===== src/hdl/terminal_codon_damage_classifier_macros.svh =====
// Assertion macros shared by the classifier modules
`ifndef TERMINAL_CODON_DAMAGE_CLASSIFIER_MACROS_SVH
`define TERMINAL_CODON_DAMAGE_CLASSIFIER_MACROS_SVH

// Check a consequence in the same cycle as its trigger
`define TCDC_ASSERT_SAME(label, ante, cons, msg) \
	label: assert property (@(posedge clk) disable iff (!arst_n) (ante) |-> (cons)) \
		else $error(msg);

// Check a consequence in the cycle after its trigger
`define TCDC_ASSERT_NEXT(label, ante, cons, msg) \
	label: assert property (@(posedge clk) disable iff (!arst_n) (ante) |=> (cons)) \
		else $error(msg);

`endif


===== src/hdl/tcdc_pkg.sv =====
// Shared types, constants and lookup tables of the terminal codon damage classifier
`default_nettype none

package tcdc_pkg;

	// Codon limits
	localparam int MAX_TERMINAL_CODONS = 64;
	localparam int CODON_MAX           = 63;

	// Queue between classifier front and emitter back
	localparam int QDEPTH = 4;
	localparam int QPTR_W = $clog2(QDEPTH);
	localparam int QCNT_W = $clog2(QDEPTH + 1);

	// Base codes, two bits per base
	localparam logic [1:0] BASE_T = 2'd0;
	localparam logic [1:0] BASE_A = 2'd2;

	// Read end codes
	localparam logic SIDE_FIVE  = 1'b0;
	localparam logic SIDE_THREE = 1'b1;

	typedef logic [7:0] amino_t;

	// Standard genetic code, indexed by codon code
	localparam amino_t AMINO_ROM [64] = '{
		"F","F","L","L", "S","S","S","S", "Y","Y","*","*", "C","C","*","W",
		"L","L","L","L", "P","P","P","P", "H","H","Q","Q", "R","R","R","R",
		"I","I","I","M", "T","T","T","T", "N","N","K","K", "S","S","R","R",
		"V","V","V","V", "A","A","A","A", "D","D","E","E", "G","G","G","G"
	};

	// One classified codon waiting for emission
	typedef struct packed {
		logic [5:0] idx;
		logic       side;
		logic       last;
		logic [2:0] site;
		logic [2:0] syn;
	} work_t;

	// Saturating count step
	function automatic logic [7:0] sat_inc(input logic [7:0] v);
		sat_inc = (v == 8'hFF) ? v : v + 8'd1;
	endfunction

endpackage

`default_nettype wire


===== src/hdl/tcdc_front.sv =====
// Front end: accepts codon words and classifies their damage sites
`default_nettype none

module tcdc_front
	import tcdc_pkg::*;
(
	input  wire logic       in_valid,
	output logic            in_ready,
	input  wire logic [7:0] codon,
	input  wire logic [5:0] codon_index,
	input  wire logic       end_side,
	input  wire logic       last_codon,
	input  wire logic [7:0] reach_limit,
	output logic            push_valid,
	input  wire logic       push_ready,
	output work_t           push_data
);

	logic       codon_ok;
	logic [7:0] idx3;
	logic [5:0] code6;
	logic [2:0] site;
	logic [2:0] syn;

	assign code6    = codon[5:0];
	assign codon_ok = (codon <= 8'(CODON_MAX))
		&& (7'(codon_index) < 7'(MAX_TERMINAL_CODONS));
	assign idx3     = 8'({codon_index, 1'b0}) + 8'(codon_index);

	// Classify each base position independently
	always_comb begin
		logic [7:0] term_dist;
		logic [1:0] base;
		logic [5:0] flip;
		for (int p = 0; p < 3; p++) begin
			term_dist = (end_side == SIDE_THREE) ? idx3 + 8'(2 - p) : idx3 + 8'(p);
			base = code6[5 - 2 * p -: 2];
			flip = code6 ^ (6'd1 << (4 - 2 * p));
			site[p] = codon_ok && (term_dist < reach_limit)
				&& (base == ((end_side == SIDE_THREE) ? BASE_A : BASE_T));
			syn[p]  = AMINO_ROM[code6] == AMINO_ROM[flip];
		end
	end

	// Push only words that produce at least one result
	assign in_ready             = push_ready;
	assign push_valid           = in_valid && ((|site) || last_codon);
	assign push_data.idx        = codon_index;
	assign push_data.side       = end_side;
	assign push_data.last       = last_codon;
	assign push_data.site       = site;
	assign push_data.syn        = syn;

endmodule

`default_nettype wire


===== src/hdl/tcdc_queue.sv =====
// Short register queue between the classifier front and the emitter back
`default_nettype none
`include "terminal_codon_damage_classifier_macros.svh"

module tcdc_queue
	import tcdc_pkg::*;
(
	input  wire logic clk,
	input  wire logic arst_n,
	input  wire logic push_valid,
	output logic      push_ready,
	input  work_t     push_data,
	output logic      pop_valid,
	input  wire logic pop_ready,
	output work_t     pop_data
);

	work_t             entries_q [QDEPTH];
	logic [QPTR_W-1:0] wr_ptr_q;
	logic [QPTR_W-1:0] rd_ptr_q;
	logic [QCNT_W-1:0] count_q;
	logic              push;
	logic              pop;

	assign push_ready = count_q != QCNT_W'(QDEPTH);
	assign pop_valid  = count_q != '0;
	assign pop_data   = entries_q[rd_ptr_q];
	assign push       = push_valid && push_ready;
	assign pop        = pop_valid && pop_ready;

	// Store pushed word
	always_ff @(posedge clk) begin
		if (push) begin
			entries_q[wr_ptr_q] <= push_data;
		end
	end

	// Advance pointers and fill count
	always_ff @(posedge clk or negedge arst_n) begin
		if (!arst_n) begin
			wr_ptr_q <= '0;
			rd_ptr_q <= '0;
			count_q  <= '0;
		end else begin
			if (push) begin
				wr_ptr_q <= (wr_ptr_q == QPTR_W'(QDEPTH - 1)) ? '0 : wr_ptr_q + 1'b1;
			end
			if (pop) begin
				rd_ptr_q <= (rd_ptr_q == QPTR_W'(QDEPTH - 1)) ? '0 : rd_ptr_q + 1'b1;
			end
			if (push && !pop) begin
				count_q <= count_q + 1'b1;
			end else if (pop && !push) begin
				count_q <= count_q - 1'b1;
			end
		end
	end

	`TCDC_ASSERT_NEXT(a_fill_up, push && !pop, count_q == $past(count_q) + 1'b1, "queue fill count did not rise on push")
	`TCDC_ASSERT_NEXT(a_fill_down, pop && !push, count_q == $past(count_q) - 1'b1, "queue fill count did not fall on pop")

endmodule

`default_nettype wire


===== src/hdl/tcdc_back.sv =====
// Back end: emits site and summary words one per cycle while out_ready holds, keeps running totals
`default_nettype none
`include "terminal_codon_damage_classifier_macros.svh"

module tcdc_back
	import tcdc_pkg::*;
(
	input  wire logic clk,
	input  wire logic arst_n,
	input  wire logic pop_valid,
	output logic      pop_ready,
	input  work_t     pop_data,
	output logic       out_valid,
	input  wire logic  out_ready,
	output logic       is_site,
	output logic [5:0] site_codon,
	output logic [1:0] site_position,
	output logic       damage_kind,
	output logic       synonymous,
	output logic [7:0] syn_five_count,
	output logic [7:0] nonsyn_five_count,
	output logic [7:0] syn_three_count,
	output logic [7:0] nonsyn_three_count,
	output logic       any_synonymous,
	output logic       last_of_run
);

	work_t      cur_q;
	logic [7:0] syn5_q, non5_q, syn3_q, non3_q;
	logic       seen_q;

	logic       out_valid_q, is_site_q, kind_q, syn_out_q, any_q, last_q;
	logic [5:0] codon_q;
	logic [1:0] pos_q;
	logic [7:0] c_syn5_q, c_non5_q, c_syn3_q, c_non3_q;

	logic       busy, out_free, emit, emit_site, emit_sum, rem_empty, finishing, pop;
	logic [1:0] sel_pos;
	logic       sel_syn;
	logic [2:0] rem_site;
	logic [7:0] syn5_d, non5_d, syn3_d, non3_d;

	assign busy      = (|cur_q.site) || cur_q.last;
	assign out_free  = !out_valid_q || out_ready;
	assign emit      = out_free && busy;
	assign emit_site = emit && (|cur_q.site);
	assign emit_sum  = emit && !(|cur_q.site);

	// Pick the lowest pending base position
	always_comb begin
		if (cur_q.site[0]) begin
			sel_pos  = 2'd0;
			rem_site = {cur_q.site[2:1], 1'b0};
		end else if (cur_q.site[1]) begin
			sel_pos  = 2'd1;
			rem_site = {cur_q.site[2], 2'b00};
		end else begin
			sel_pos  = 2'd2;
			rem_site = 3'b000;
		end
		sel_syn = cur_q.syn[sel_pos];
	end

	assign rem_empty = emit_sum || ((rem_site == 3'b000) && !cur_q.last);
	assign finishing = !busy || (emit && rem_empty);
	assign pop_ready = finishing;
	assign pop       = pop_valid && finishing;

	// Step the total that this site hits
	always_comb begin
		syn5_d = syn5_q;
		non5_d = non5_q;
		syn3_d = syn3_q;
		non3_d = non3_q;
		if (emit_site) begin
			case ({cur_q.side, sel_syn})
				{SIDE_FIVE, 1'b1}:  syn5_d = sat_inc(syn5_q);
				{SIDE_FIVE, 1'b0}:  non5_d = sat_inc(non5_q);
				{SIDE_THREE, 1'b1}: syn3_d = sat_inc(syn3_q);
				default:            non3_d = sat_inc(non3_q);
			endcase
		end
	end

	// Load the next word or drop emitted positions
	always_ff @(posedge clk or negedge arst_n) begin
		if (!arst_n) begin
			cur_q <= '0;
		end else if (pop) begin
			cur_q <= pop_data;
		end else if (emit) begin
			cur_q.site <= rem_site;
			if (emit_sum) begin
				cur_q.last <= 1'b0;
			end
		end
	end

	// Update running totals, clear after the summary
	always_ff @(posedge clk or negedge arst_n) begin
		if (!arst_n) begin
			syn5_q <= '0;
			non5_q <= '0;
			syn3_q <= '0;
			non3_q <= '0;
			seen_q <= 1'b0;
		end else if (emit_sum) begin
			syn5_q <= '0;
			non5_q <= '0;
			syn3_q <= '0;
			non3_q <= '0;
			seen_q <= 1'b0;
		end else if (emit_site) begin
			syn5_q <= syn5_d;
			non5_q <= non5_d;
			syn3_q <= syn3_d;
			non3_q <= non3_d;
			seen_q <= seen_q || sel_syn;
		end
	end

	// Hold the output word until taken
	always_ff @(posedge clk or negedge arst_n) begin
		if (!arst_n) begin
			out_valid_q <= 1'b0;
		end else if (emit) begin
			out_valid_q <= 1'b1;
		end else if (out_ready) begin
			out_valid_q <= 1'b0;
		end
	end

	// Capture output payload
	always_ff @(posedge clk) begin
		if (emit) begin
			is_site_q <= emit_site;
			codon_q   <= emit_site ? cur_q.idx : 6'd0;
			pos_q     <= emit_site ? sel_pos : 2'd0;
			kind_q    <= emit_site ? cur_q.side : 1'b0;
			syn_out_q <= emit_site ? sel_syn : 1'b0;
			c_syn5_q  <= syn5_d;
			c_non5_q  <= non5_d;
			c_syn3_q  <= syn3_d;
			c_non3_q  <= non3_d;
			any_q     <= seen_q || (emit_site && sel_syn);
			last_q    <= rem_empty;
		end
	end

	assign out_valid          = out_valid_q;
	assign is_site            = is_site_q;
	assign site_codon         = codon_q;
	assign site_position      = pos_q;
	assign damage_kind        = kind_q;
	assign synonymous         = syn_out_q;
	assign syn_five_count     = c_syn5_q;
	assign nonsyn_five_count  = c_non5_q;
	assign syn_three_count    = c_syn3_q;
	assign nonsyn_three_count = c_non3_q;
	assign any_synonymous     = any_q;
	assign last_of_run        = last_q;

	`TCDC_ASSERT_NEXT(a_sum_clears, emit_sum, (syn5_q == 8'd0) && (non5_q == 8'd0) && (syn3_q == 8'd0) && (non3_q == 8'd0) && !seen_q, "totals not cleared after summary")
	`TCDC_ASSERT_SAME(a_sum_is_last, out_valid_q && !is_site_q, last_q, "summary word not marked last")
	`TCDC_ASSERT_NEXT(a_site_step, emit_site && !pop, $countones(cur_q.site) == $past($countones(cur_q.site)) - 1, "site emission did not retire one position")

endmodule

`default_nettype wire


===== src/hdl/terminal_codon_damage_classifier.sv =====
// Accepted words pass the queue and the emitter word register to the output registers.
// Throughput: one result word per cycle while out_ready is high and words are queued;
// a codon gives a word per site and a summary if last; codons without results are dropped.
// Input accepts every cycle while the 4-entry queue between classifier and emitter has room.
// Reset (arst_n low, asynchronous): queue emptied, totals and reach_limit cleared to zero.
`default_nettype none

module terminal_codon_damage_classifier
	import tcdc_pkg::*;
(
	input  wire logic       clk,
	input  wire logic       arst_n,
	input  wire logic       cfg_valid,
	output logic            cfg_ready,
	input  wire logic [7:0] reach_limit,
	input  wire logic       in_valid,
	output logic            in_ready,
	input  wire logic [7:0] codon,
	input  wire logic [5:0] codon_index,
	input  wire logic       end_side,
	input  wire logic       last_codon,
	output logic            out_valid,
	input  wire logic       out_ready,
	output logic            is_site,
	output logic [5:0]      site_codon,
	output logic [1:0]      site_position,
	output logic            damage_kind,
	output logic            synonymous,
	output logic [7:0]      syn_five_count,
	output logic [7:0]      nonsyn_five_count,
	output logic [7:0]      syn_three_count,
	output logic [7:0]      nonsyn_three_count,
	output logic            any_synonymous,
	output logic            last_of_run
);

	logic [7:0] reach_limit_q;
	logic       push_valid, push_ready, pop_valid, pop_ready;
	work_t      push_data, pop_data;

	// Hold the distance cutoff register
	assign cfg_ready = 1'b1;
	always_ff @(posedge clk or negedge arst_n) begin
		if (!arst_n) begin
			reach_limit_q <= '0;
		end else if (cfg_valid) begin
			reach_limit_q <= reach_limit;
		end
	end

	tcdc_front u_front (
		.in_valid    (in_valid),
		.in_ready    (in_ready),
		.codon       (codon),
		.codon_index (codon_index),
		.end_side    (end_side),
		.last_codon  (last_codon),
		.reach_limit (reach_limit_q),
		.push_valid  (push_valid),
		.push_ready  (push_ready),
		.push_data   (push_data)
	);

	tcdc_queue u_queue (
		.clk        (clk),
		.arst_n     (arst_n),
		.push_valid (push_valid),
		.push_ready (push_ready),
		.push_data  (push_data),
		.pop_valid  (pop_valid),
		.pop_ready  (pop_ready),
		.pop_data   (pop_data)
	);

	tcdc_back u_back (
		.clk                (clk),
		.arst_n             (arst_n),
		.pop_valid          (pop_valid),
		.pop_ready          (pop_ready),
		.pop_data           (pop_data),
		.out_valid          (out_valid),
		.out_ready          (out_ready),
		.is_site            (is_site),
		.site_codon         (site_codon),
		.site_position      (site_position),
		.damage_kind        (damage_kind),
		.synonymous         (synonymous),
		.syn_five_count     (syn_five_count),
		.nonsyn_five_count  (nonsyn_five_count),
		.syn_three_count    (syn_three_count),
		.nonsyn_three_count (nonsyn_three_count),
		.any_synonymous     (any_synonymous),
		.last_of_run        (last_of_run)
	);

endmodule

`default_nettype wire

===== config.mk =====
export PLATFORM = sky130hd
export DESIGN_NAME = terminal_codon_damage_classifier
export DESIGN_NICKNAME = d
export VERILOG_FILES = /design/src/hdl/tcdc_pkg.sv /design/src/hdl/tcdc_front.sv /design/src/hdl/tcdc_queue.sv /design/src/hdl/tcdc_back.sv /design/src/hdl/terminal_codon_damage_classifier.sv
export VERILOG_INCLUDE_DIRS = /design/src /design/src/hdl
export SDC_FILE = /design/constraint.sdc
export NUM_CORES = 1
export LEC_CHECK = 0
export BUFFER_PORTS_ARGS = -buffer_cell sky130_fd_sc_hd__buf_2
export CELL_PAD_IN_SITES_DETAIL_PLACEMENT = 2
export CELL_PAD_IN_SITES_GLOBAL_PLACEMENT = 2
export CORE_MARGIN = 2
export CORE_UTILIZATION = 25
export DETAILED_ROUTE_END_ITERATION = 12
export GPL_TIMING_DRIVEN = 0
export PLACE_DENSITY = 0.49
export SYNTH_ARGS = -nofsm -noshare
export SYNTH_HDL_FRONTEND = slang
export SYNTH_HIERARCHICAL = 1
export SYNTH_SLANG_ARGS = --single-unit

===== constraint.sdc =====
create_clock -name clk -period 6.6 [get_ports clk]
set_input_delay 1.98 -clock clk [delete_from_list [all_inputs] [get_ports clk]]
set_output_delay 1.98 -clock clk [all_outputs]
set_load 0.01 [all_outputs]

==> results.sh, run 1 <==
export IMPL_die_w_um=198
export IMPL_fin_ws_ns=0.207
export IMPL_tns_ns=0
export IMPL_seqPwrFrac=0.371
export IMPL_drive_gt1_frac=0.249
export IMPL_syn_num_nets=882
export IMPL_startpoint_type="input pin"
export IMPL_io_pins=77
export IMPL_grt_max_degree=55
export IMPL_path_class="input pin to flop"
export IMPL_tightestPinTransition_ns=1.24
export IMPL_ant_nets=0
export IMPL_cts_root_buffer="clkbuf_16"
export IMPL_grt_usage=0.140
export IMPL_p_leak_nw=4.51
export IMPL_ys_seq_elements=164
export IMPL_final_util=0.301
export IMPL_initial_utilization=0.252
export IMPL_syn_to_final_growth_pct=19.3
export IMPL_num_rows=71
export IMPL_cts_buffer_depth=2
export IMPL_yosysSeqAreaShare=0.488
export IMPL_yosysTopAreaCellShare=0.321
export IMPL_finalCriticalPeriod_ns=6.39
export IMPL_synth_area_leaders="edfxtp_1 32%, dfrtp_1 17%, ha_1 7.0%, xnor2_1 2.5%, mux4_2 2.1%"
export IMPL_viasPerCell=4.65
export IMPL_num_vias=6624
export IMPL_dr_pass1_iters=4
export IMPL_crit_required_ns=6.95
export IMPL_cts_sinks=164
export IMPL_clock_skew_ns=0.0140
export IMPL_wirelength_um=25900
export IMPL_cp_slowest_cell="fa_2"
export IMPL_syn_area_per_cell_sq_um=11.8
export IMPL_cts_tree="yes"
export IMPL_p_sw_frac=0.351
export IMPL_cts_max_level=4
export IMPL_yosysUniqueCellTypes=100
export IMPL_path_cells="buf_2 -> ha_1 -> fa_2 -> ha_2 -> and3_1 -> buf_2 -> nand4_1 -> xor2_1 -> ha_1 -> or4_1 -> a2111oi_4 -> buf_4 -> o41a_1 -> a21boi_4 -> ha_1 -> inv_1 -> fa_1 -> xor2_1 -> nor2_1 -> xor2_1"
export IMPL_netlist_area_sq_um=9450
export IMPL_outcome="completed"
export IMPL_clk_pin_slew_ns=0.06
export IMPL_cts_buffers=17
export IMPL_ys_flop_type="edfxtp_1"
export IMPL_globalRouteOverflowTotal=0
export IMPL_grt_pass1_vias=7119
export IMPL_grt_pass1_wl_um=42000
export IMPL_dpl_hpwl_um=18700
export IMPL_clockPowerShare=0.260
export IMPL_ir_drop_uv=212
export IMPL_slew_headroom=0.174
export IMPL_worstSetupEndpointType="flop"
export IMPL_fmax_mhz=156
export IMPL_die_area_sq_um=39400
export IMPL_die_h_um=198
export IMPL_internal_power_mw=2.70
export IMPL_hold_viol_final=0
export IMPL_crit_arrival_ns=6.75
export IMPL_clock_latency_ns=0.44
export IMPL_numPortBuffers=73
export IMPL_p_per_area_nw_per_um2=369
export IMPL_finalCritPeriodShare=0.969
export IMPL_cap_violations=0
export IMPL_yosys_warnings=6
export IMPL_n_antenna_cell=0
export IMPL_async_reset_ff_frac=0.384
export IMPL_synth_commonest_cells="101 x edfxtp_1, 63 x dfrtp_1, 53 x ha_1"
export IMPL_switchingPower_mw=1.46
export IMPL_drv_slew=0
export IMPL_routedWlPerCell_um=18.2
export IMPL_finalSetupViolCount=0
export IMPL_globalplace_congestion=0.756
export IMPL_hold_class="flop to flop"
export IMPL_slowest_delay_ns=0.61
export IMPL_synth_edf_count=101
export IMPL_synth_area_leader_cell="edfxtp_1"
export IMPL_path_max_fanout=9
export IMPL_core_area_sq_um=37500
export IMPL_synth_cells=798
export IMPL_power_frac_comb=0.369
export IMPL_antenna_found_initial=0
export IMPL_drc=0
export IMPL_nNetsFinal=984
export IMPL_synth_most_common_cell="edfxtp_1"
export IMPL_dp_slack_ns=-1.21
export IMPL_drt_iter0_drc=266
==> per-layer routing <==
layer / share of wire / vias up / GRT usage
met3: 0.022 / 12 / 0.0251
met2: 0.49 / 64 / 0.237
li1: - / 3189 / -
met1: 0.48 / 3359 / 0.186
met5: 0 / - / 0
met4: 0.0090 / 0 / 0.0345
==> cell type report <==
class / count / area [sq um]
fillers: 4104 / 26200
flip-flops and latches: 164 / 4610
multi-input cells: 549 / 4490
well taps: 511 / 639
repair buffers: 83 / 463
clock buffers: 20 / 458
plain buffers: 48 / 309
clock inverters: 12 / 176
inverters: 37 / 139
==> state kept, by name (all words and copies together), names as in the netlist <==
name                       count
reach_limit_q                  8
u_back/any_synonymous          1
u_back/cur_q                  14
u_back/damage_kind             1
u_back/is_site                 1
u_back/last_of_run             1
u_back/non3_q                  8
u_back/non5_q                  8
u_back/nonsyn_five_count       8
u_back/nonsyn_three_count      8
u_back/out_valid               1
u_back/seen_q                  1
u_back/site_codon              6
u_back/site_position           2
u_back/syn3_q                  8
u_back/syn5_q                  8
u_back/syn_five_count          8
u_back/syn_three_count         8
u_back/synonymous              1
u_queue/count_q                3
u_queue/entries_q             56
u_queue/rd_ptr_q               2
u_queue/wr_ptr_q               2
==> worst paths after layout <==
kind / end / slack, ns / start / cells after the start
min in group asynchronous: u_back/syn5_q[6] / 1.45 / arst_n / 1
worst max register to register: u_queue/count_q[2] / 3.21 / reach_limit_q[7] / 13
max in group asynchronous: u_back/non5_q[0] / 4.58 / arst_n / 2
worst min register to register: u_back/cur_q[13] / 0.48 / u_back/cur_q[13] / 1
worst min-delay path: u_back/cur_q[13] / 0.48 / u_back/cur_q[13] / 1
worst max-delay path: u_queue/count_q[2] / 0.21 / codon_index[0] / 20
==> power by group through the flow <==
| stage | combinational, mW | clock, mW | sequential (mW) |
|---|---|---|---|
| floorplan | 1.01 | 0 | 1.59 |
| CTS | 1.57 | 1.13 | 1.56 |
| global route | 1.74 | 1.16 | 1.58 |
| detailed placement | 1.56 | 0 | 1.58 |
| finish | 1.53 | 1.08 | 1.55 |
| global placement | 1.54 | 0 | 1.57 |
==> worst max-delay path, delay by kind of cell <==
family / cells / cell delay (ns)
fa+ha+maj: 6 / 1.89
simple gates: 4 / 0.96
compound gates: 3 / 0.82
buf+inv: 4 / 0.59
xor+xnor: 3 / 0.52
==> logic make-up (layout without fill, tap and decap cells) <==
| kind of cell | after synthesis | count (layout) | share of synthesized area |
|---|---|---|---|
| AND/OR/NAND/NOR | 208 | 208 | 0.124 |
| XOR/XNOR | 51 | 51 | 0.0480 |
| adder cells (fa/ha/maj) | 56 | 56 | 0.0756 |
| other | 1 | 1 | 0.000397 |
| multiplexers | 52 | 52 | 0.0854 |
| AO/OA/AOI/OAI | 181 | 181 | 0.132 |
| flip-flops | 164 | 164 | 0.488 |
| buffers and inverters | 85 | 200 | 0.0474 |
==> metrics by stage <==
step	area, sq um	hold slack, ns	instances	total power [mW]
2_1_floorplan	9450	0.456	798	2.60
3_3_place_gp	10500	0.471	1382	3.11
3_5_place_dp	10500	0.475	1383	3.13
4_1_cts	11200	0.491	1415	4.26
5_1_grt	11300	0.516	1424	4.49
6_report	11300	0.484	1424	4.16
==> layout by cell type (no fill, tap or decap), types with 11 or more instances in the layout <==
| cell | netlist | final |
|---|---|---|
| and3_1 | 16 | 16 |
| nor3_1 | 17 | 17 |
| a21oi_1 | 37 | 35 |
| buf_4 | 13 | 23 |
| nand4_1 | 11 | 11 |
| ha_1 | 53 | 52 |
| inv_1 | 35 | 35 |
| nor2_1 | 44 | 43 |
| clkbuf_16 | 0 | 18 |
| nand3_1 | 17 | 17 |
| dfrtp_1 | 63 | 63 |
| xnor2_1 | 27 | 26 |
| nand2_1 | 44 | 44 |
| a31oi_1 | 18 | 18 |
| buf_2 | 20 | 92 |
| xor2_1 | 23 | 21 |
| o21ai_0 | 34 | 34 |
| nor2b_1 | 11 | 11 |
| mux2_2 | 16 | 16 |
| edfxtp_1 | 101 | 101 |
==> timing repair <==
| action | 4_1_cts | 5_1_grt |
|---|---|---|
| pin swaps | 0 | 5 |
| gates resized for setup | 7 | 7 |
| hold endpoints to repair | 0 | 0 |
| buffers inserted | 0 | 9 |
| setup endpoints to repair | 61 | 58 |
| hold buffers | 0 | 0 |
(Power assumes the default switching activity.)
==> run 2: changes to the inputs <==
--- a/config.mk
+++ b/config.mk
@@ -14,6 +14,7 @@
 export DETAILED_ROUTE_END_ITERATION = 12
 export GPL_TIMING_DRIVEN = 0
 export PLACE_DENSITY = 0.49
+export REMOVE_ABC_BUFFERS = 1
 export SYNTH_ARGS = -nofsm -noshare
 export SYNTH_HDL_FRONTEND = slang
 export SYNTH_HIERARCHICAL = 1
==> constraint.sdc (replaced) <==
create_clock -name clk -period 6.6 [get_ports clk]
set_input_delay 1.98 -clock clk [delete_from_list [all_inputs] [get_ports clk]]
set_output_delay 1.98 -clock clk [all_outputs]
set_load 0.02 [all_outputs]
==> run 2 against run 1 <==
Count of clock-buffer cells in the layout shrank 1. Non-clock buffer count shrank 51. Combinational power shrank 4%. Clock skew grew 0.0010 ns. Hold slack gained 0.0057 ns. Power shrank 1.4%. Register-to-register slack lost 0.03 ns. Final area shrank 3.6%. Cell count shrank 3.6%. Core utilization shrank 1.1 points. Routed wire length shrank 3.4%. Highest routed layer is now met5.
==> results.sh, run 2 (same netlist as run 1, synthesis figures left out) <==
export IMPL_outcome="completed"
export IMPL_r2r_start="reach_limit_q[2]"
export IMPL_hold_path_startpoint="u_back/cur_q[10]"
export IMPL_die_h_um=198
export IMPL_met3WireLength_um=672
export IMPL_wl_met2_um=13000
export IMPL_nNetsFinal=933
export IMPL_largest_register="u_queue/entries_q"
export IMPL_initial_utilization=0.252
export IMPL_hold_viol_final=0
export IMPL_io_pins=77
export IMPL_place_area_sq_um=10200
export IMPL_crit_required_ns=6.96
export IMPL_p_leak_nw=4.29
export IMPL_die_w_um=198
export IMPL_die_area_sq_um=39400
export IMPL_num_rows=71
export IMPL_worstSetupEndpointType="flop"
export IMPL_p_per_area_nw_per_um2=378
export IMPL_slew_headroom=0.381
export IMPL_cts_tree="yes"
export IMPL_path_class="input pin to flop"
export IMPL_finalSetupViolCount=0
export IMPL_clk_pin_slew_ns=0.06
export IMPL_cap_violations=0
export IMPL_r2r_setup_slack_ns=3.18
export IMPL_drc=0
export IMPL_grt_usage=0.134
export IMPL_grt_max_degree=71
export IMPL_drv_slew=0
export IMPL_dpl_hpwl_um=17700
export IMPL_fin_ws_ns=0.289
export IMPL_wirelength_um=25000
export IMPL_antenna_found_initial=1
export IMPL_fillCellCount=4062
export IMPL_syn_to_final_growth_pct=15.1
export IMPL_drive_gt1_frac=0.218
export IMPL_rsz0062_at_grt="yes"
export IMPL_grt_pass1_wl_um=41000
export IMPL_fmax_mhz=158
export IMPL_cts_buffers=17
export IMPL_numPortBuffers=75
export IMPL_ir_drop_uv=167
export IMPL_placed_cells=1337
export IMPL_wl_met1_um=11100
export IMPL_globalRouteOverflowTotal=0
export IMPL_clock_skew_ns=0.0151
export IMPL_dp_slack_ns=-1.14
export IMPL_finalCritPeriodShare=0.956
export IMPL_cts_max_level=4
export IMPL_num_vias=6561
export IMPL_hold_class="flop to flop"
export IMPL_cts_root_buffer="clkbuf_16"
export IMPL_holdPathStages=1
export IMPL_crit_arrival_ns=6.67
export IMPL_largest_register_ffs=56
export IMPL_mostFrequentLayoutCells="101 x edfxtp_1, 74 x buf_2, 63 x dfrtp_1"
export IMPL_routedWlPerCell_um=18.2
export IMPL_core_area_sq_um=37500
export IMPL_globalplace_congestion=0.744
export IMPL_reg2reg_to="u_queue/count_q[2]"
export IMPL_tightestPinTransition_ns=0.928
export IMPL_viasPerCell=4.78
export IMPL_drt_iter0_drc=259
export IMPL_hold_buffers=0
export IMPL_startpoint_type="input pin"
export IMPL_final_area_sq_um=10900
export IMPL_grt_pass1_vias=7365
export IMPL_reg_largest_list="u_queue/entries_q x56, u_back/cur_q x14"
export IMPL_cts_buffer_depth=2
export IMPL_fin_cells=1373
export IMPL_finalCriticalPeriod_ns=6.31
export IMPL_cts_sinks=164
export IMPL_min_to="u_back/cur_q[10]"
export IMPL_final_common_cell="edfxtp_1"
export IMPL_reg2reg_depth=15
export IMPL_ant_nets=0
export IMPL_n_antenna_cell=0
export IMPL_path_max_fanout=12
export IMPL_top_layer="met5"
export IMPL_dr_pass1_iters=4
export IMPL_clock_latency_ns=0.44
[run 2: cell types whose count changed in the layout (fill, tap and decap cells not counted), moves of 2 or more]
cell and delta:
buf_2 -18, clkinvlp_4 -3, and2_2 +4, buf_4 -18, clkinv_4 +3, bufinv_16 -2, clkbuf_1 -9, and2_1 -4
buf_6 -5, clkbuf_8 +2, inv_6 +2
[run 2: power by group]
part / switching [mW] / total [mW] / internal, mW
combinational: 0.889 / 1.47 / 0.579
sequential: 0.211 / 1.61 / 1.40
clock: 0.446 / 1.03 / 0.584
total: 1.55 / 4.11 / 2.56
[run 2: worst max-delay path, cell delays in order]
cell and delay [ns]:
buf_2 0.18, ha_1 0.25, fa_2 0.65, ha_1 0.25, and3_2 0.27, nand4b_1 0.13, xor2_1 0.20, ha_1 0.20
or4_1 0.40, a221oi_1 0.21, o21ai_0 0.15, nor2_2 0.25, o41a_1 0.24, a21boi_4 0.21, ha_1 0.21, inv_1 0.07
fa_1 0.37, xor2_1 0.16, nor2_1 0.13, xor2_1 0.15
[run 2: through the flow]
| stage | hold slack, ns | setup TNS [ns] | utilization | power [mW] |
|---|---|---|---|---|
| after floorplan | 0.456 | 0 | - | 2.60 |
| after global placement | 0.475 | -48.08 | 0.271 | 3.07 |
| after detailed placement | 0.479 | -62.50 | 0.272 | 3.13 |
| after CTS | 0.494 | 0 | 0.289 | 4.20 |
| after global routing | 0.511 | -0.0547 | 0.290 | 4.40 |
| final | 0.490 | 0 | 0.290 | 4.11 |
[run 2: how the worst max path moves through the flow]
stage          slack (ns)  cells after the start      startpoint                 endpoint
4_1_cts              0.04                     20  codon_index[0]       u_queue/count_q[2]
6_report             0.29                     20  codon_index[0]       u_queue/count_q[2]
3_3_place_gp        -0.83                     13  codon_index[0]  u_queue/entries_q[0][9]
5_1_grt             -0.05                     19  codon_index[0]       u_queue/count_q[2]
3_5_place_dp        -1.14                     18  codon_index[0]       u_queue/count_q[2]
2_1_floorplan        0.28                     17  codon_index[0]       u_queue/count_q[2]
[run 2: cell type report]
type / instances / area (sq um) / area share
sequential: 164 / 4610 / 0.424
multi-input combinational: 549 / 4460 / 0.410
tap: 511 / 639 / 0.0588
clock buffer: 19 / 453 / 0.0416
timing repair buffer: 80 / 428 / 0.0393
clock inverter: 13 / 148 / 0.0136
inverter: 37 / 141 / 0.0130
[run 2: timing repair]
| item | CTS | global route |
|---|---|---|
| pin swaps | 0 | 2 |
| gates resized for setup | 7 | 7 |
| setup endpoints to repair | 59 | 58 |
| setup buffers | 0 | 4 |
[run 2: per-layer routing]
metal / vias to the layer above / global-route usage
li1: 3088 / -
met5: - / 0
met2: 78 / 0.243
met1: 3376 / 0.162
met4: 2 / 0.0362
met3: 17 / 0.0251
==> run 3: changes to the inputs <==
--- a/config.mk
+++ b/config.mk
@@ -6,10 +6,10 @@
 export SDC_FILE = /design/constraint.sdc
 export NUM_CORES = 1
 export LEC_CHECK = 0
-export BUFFER_PORTS_ARGS = -buffer_cell sky130_fd_sc_hd__buf_2
+export BUFFER_PORTS_ARGS = -buffer_cell sky130_fd_sc_hd__buf_4
 export CELL_PAD_IN_SITES_DETAIL_PLACEMENT = 2
 export CELL_PAD_IN_SITES_GLOBAL_PLACEMENT = 2
-export CORE_MARGIN = 2
+export CORE_MARGIN = 8
 export CORE_UTILIZATION = 25
 export DETAILED_ROUTE_END_ITERATION = 12
 export GPL_TIMING_DRIVEN = 0
==> run 3 against run 2 <==
Die area increased by 12%. Register-to-register slack about the same. Hold slack improved by 0.00089 ns. Combinational power increased by 5%. Global-route usage decreased by 1.5 points. Clock power decreased by 5%. Via count about the same. Final area increased by 1.5%. Count of clock-buffer cells in the layout decreased by 2. Core utilization increased by 0.44 points. Non-clock buffer count increased by 3. Critical path type unchanged. Critical endpoint unchanged.
==> results.sh, run 3 (same netlist as run 1, synthesis figures left out) <==
export IMPL_die_w_um=210
export IMPL_final_common_cell="edfxtp_1"
export IMPL_fmax_mhz=160
export IMPL_cap_violations=0
export IMPL_num_rows=71
export IMPL_drt_iter0_drc=245
export IMPL_largest_register_ffs=56
export IMPL_clock_skew_ns=0.0147
export IMPL_wirelength_um=25800
export IMPL_crit_required_ns=6.96
export IMPL_cts_root_buffer="clkbuf_16"
export IMPL_r2r_setup_slack_ns=3.17
export IMPL_crit_buf_inv=2
export IMPL_nNetsFinal=936
export IMPL_rsz0062_at_grt="no"
export IMPL_initial_utilization=0.252
export IMPL_antenna_found_initial=0
export IMPL_clk_pin_slew_ns=0.07
export IMPL_path_max_fanout=12
export IMPL_finalCriticalPeriod_ns=6.25
export IMPL_cts_buffers=17
export IMPL_cts_max_level=4
export IMPL_cts_tree="yes"
export IMPL_n_antenna_cell=0
export IMPL_p_per_area_nw_per_um2=375
export IMPL_holdPathStages=1
export IMPL_globalRouteOverflowTotal=0
export IMPL_routedWlPerCell_um=18.8
export IMPL_ir_drop_uv=183
export IMPL_globalplace_congestion=0.750
export IMPL_grt_usage=0.119
export IMPL_crit_arrival_ns=6.61
export IMPL_hold_viol_final=0
export IMPL_numPortBuffers=75
export IMPL_ant_nets=0
export IMPL_finalSetupViolCount=0
export IMPL_num_vias=6563
export IMPL_mostFrequentLayoutCells="101 x edfxtp_1, 83 x buf_4, 63 x dfrtp_1"
export IMPL_largest_register="u_queue/entries_q"
export IMPL_hold_class="flop to flop"
export IMPL_slew_headroom=0.344
export IMPL_startpoint_type="input pin"
export IMPL_die_h_um=210
export IMPL_reg_largest_list="u_queue/entries_q x56, u_back/cur_q x14"
export IMPL_drive_gt1_frac=0.220
export IMPL_dpl_hpwl_um=18000
export IMPL_timing_critical_path_depth=19
export IMPL_cts_sinks=164
export IMPL_slowest_delay_ns=0.65
export IMPL_dr_pass1_iters=4
export IMPL_viasPerCell=4.77
export IMPL_finalCritPeriodShare=0.946
export IMPL_clock_latency_ns=0.44
export IMPL_drv_slew=0
export IMPL_drc=0
export IMPL_fin_ws_ns=0.354
export IMPL_outcome="completed"
export IMPL_worstSetupEndpointType="flop"
export IMPL_tightestPinTransition_ns=0.984
export IMPL_cts_buffer_depth=2
export IMPL_cp_slowest_cell="fa_2"
export IMPL_core_area_sq_um=37500
export IMPL_critPathTopFamily="adder cells"
export IMPL_dp_slack_ns=-0.982
export IMPL_grt_max_degree=71
export IMPL_p_leak_nw=4.34
export IMPL_hold_buffers=0
export IMPL_path_cells="buf_4 -> ha_1 -> fa_2 -> ha_2 -> and3_2 -> nand4_1 -> xor2_1 -> ha_1 -> or4_1 -> a221oi_1 -> o211a_1 -> o41a_1 -> a21boi_4 -> ha_1 -> inv_1 -> fa_1 -> xor2_1 -> nor2_1 -> xor2_1"
export IMPL_io_pins=77
export IMPL_die_area_sq_um=44300
export IMPL_grt_pass1_wl_um=42000
export IMPL_grt_pass1_vias=7532
export IMPL_path_class="input pin to flop"
export IMPL_syn_to_final_growth_pct=16.8
export IMPL_reg2reg_depth=15
export IMPL_tns_ns=0
[run 3: changes by cell type in the layout (fill, tap and decap cells not counted), moves of 2 or more]
cell / change
and2_1: +4
and2_2: -4
buf_2: -74
buf_4: +78
bufinv_16: -2
clkbuf_8: -2
clkinv_4: -2
inv_6: +7
[run 3: layout make-up]
type | count | area, sq um
Sequential cell | 164 | 4610
Inverter | 37 | 141
Multi-Input combinational cell | 549 | 4470
Fill cell | 4041 | 26400
Timing Repair Buffer | 83 | 623
Clock buffer | 17 | 425
Tap cell | 511 | 639
Clock inverter | 15 | 134
[run 3: power by group]
group          total (mW)  internal [mW]  leakage, nW  switching [mW]
Combinational        1.54          0.643         2.29           0.899
Sequential           1.62           1.40         1.78           0.223
Clock               0.976          0.499        0.271           0.477
[run 3: path summary, 6_finish.rpt]
kind,end,start
min reg2reg,u_back/cur_q[11],u_back/cur_q[11]
max in group asynchronous,u_queue/rd_ptr_q[1],arst_n
min,u_back/cur_q[11],u_back/cur_q[11]
max,u_queue/count_q[2],codon_index[0]
max reg2reg,u_queue/count_q[2],reach_limit_q[2]
min in group asynchronous,u_back/syn3_q[1],arst_n
[run 3: timing repair]
item                       in CTS  in global routing
resized for setup               6                  7
setup buffers                   0                  8
setup endpoints to repair      58                 58
pin swaps                       0                  3
[run 3: routing by layer]
layer / track usage / vias to the layer above / share of wire
met3: 0.0263 / 26 / 0.030
met4: 0.0340 / 0 / 0.013
met2: 0.218 / 74 / 0.52
li1: - / 3087 / -
met5: 0 / - / 0
met1: 0.138 / 3376 / 0.44
[run 3: through the flow]
stage                     total power [mW]  cells  hold WS, ns  utilization  instance area (sq um)
after global placement                3.15   1336        0.477        0.276                  10300
after CTS                             4.23   1368        0.497        0.292                  10900
after global routing                  4.43   1376        0.510        0.295                  11000
after floorplan                       2.60    750        0.456            -                   9150
after detailed placement              3.22   1336        0.481        0.276                  10300
final                                 4.14   1376        0.490        0.295                  11000
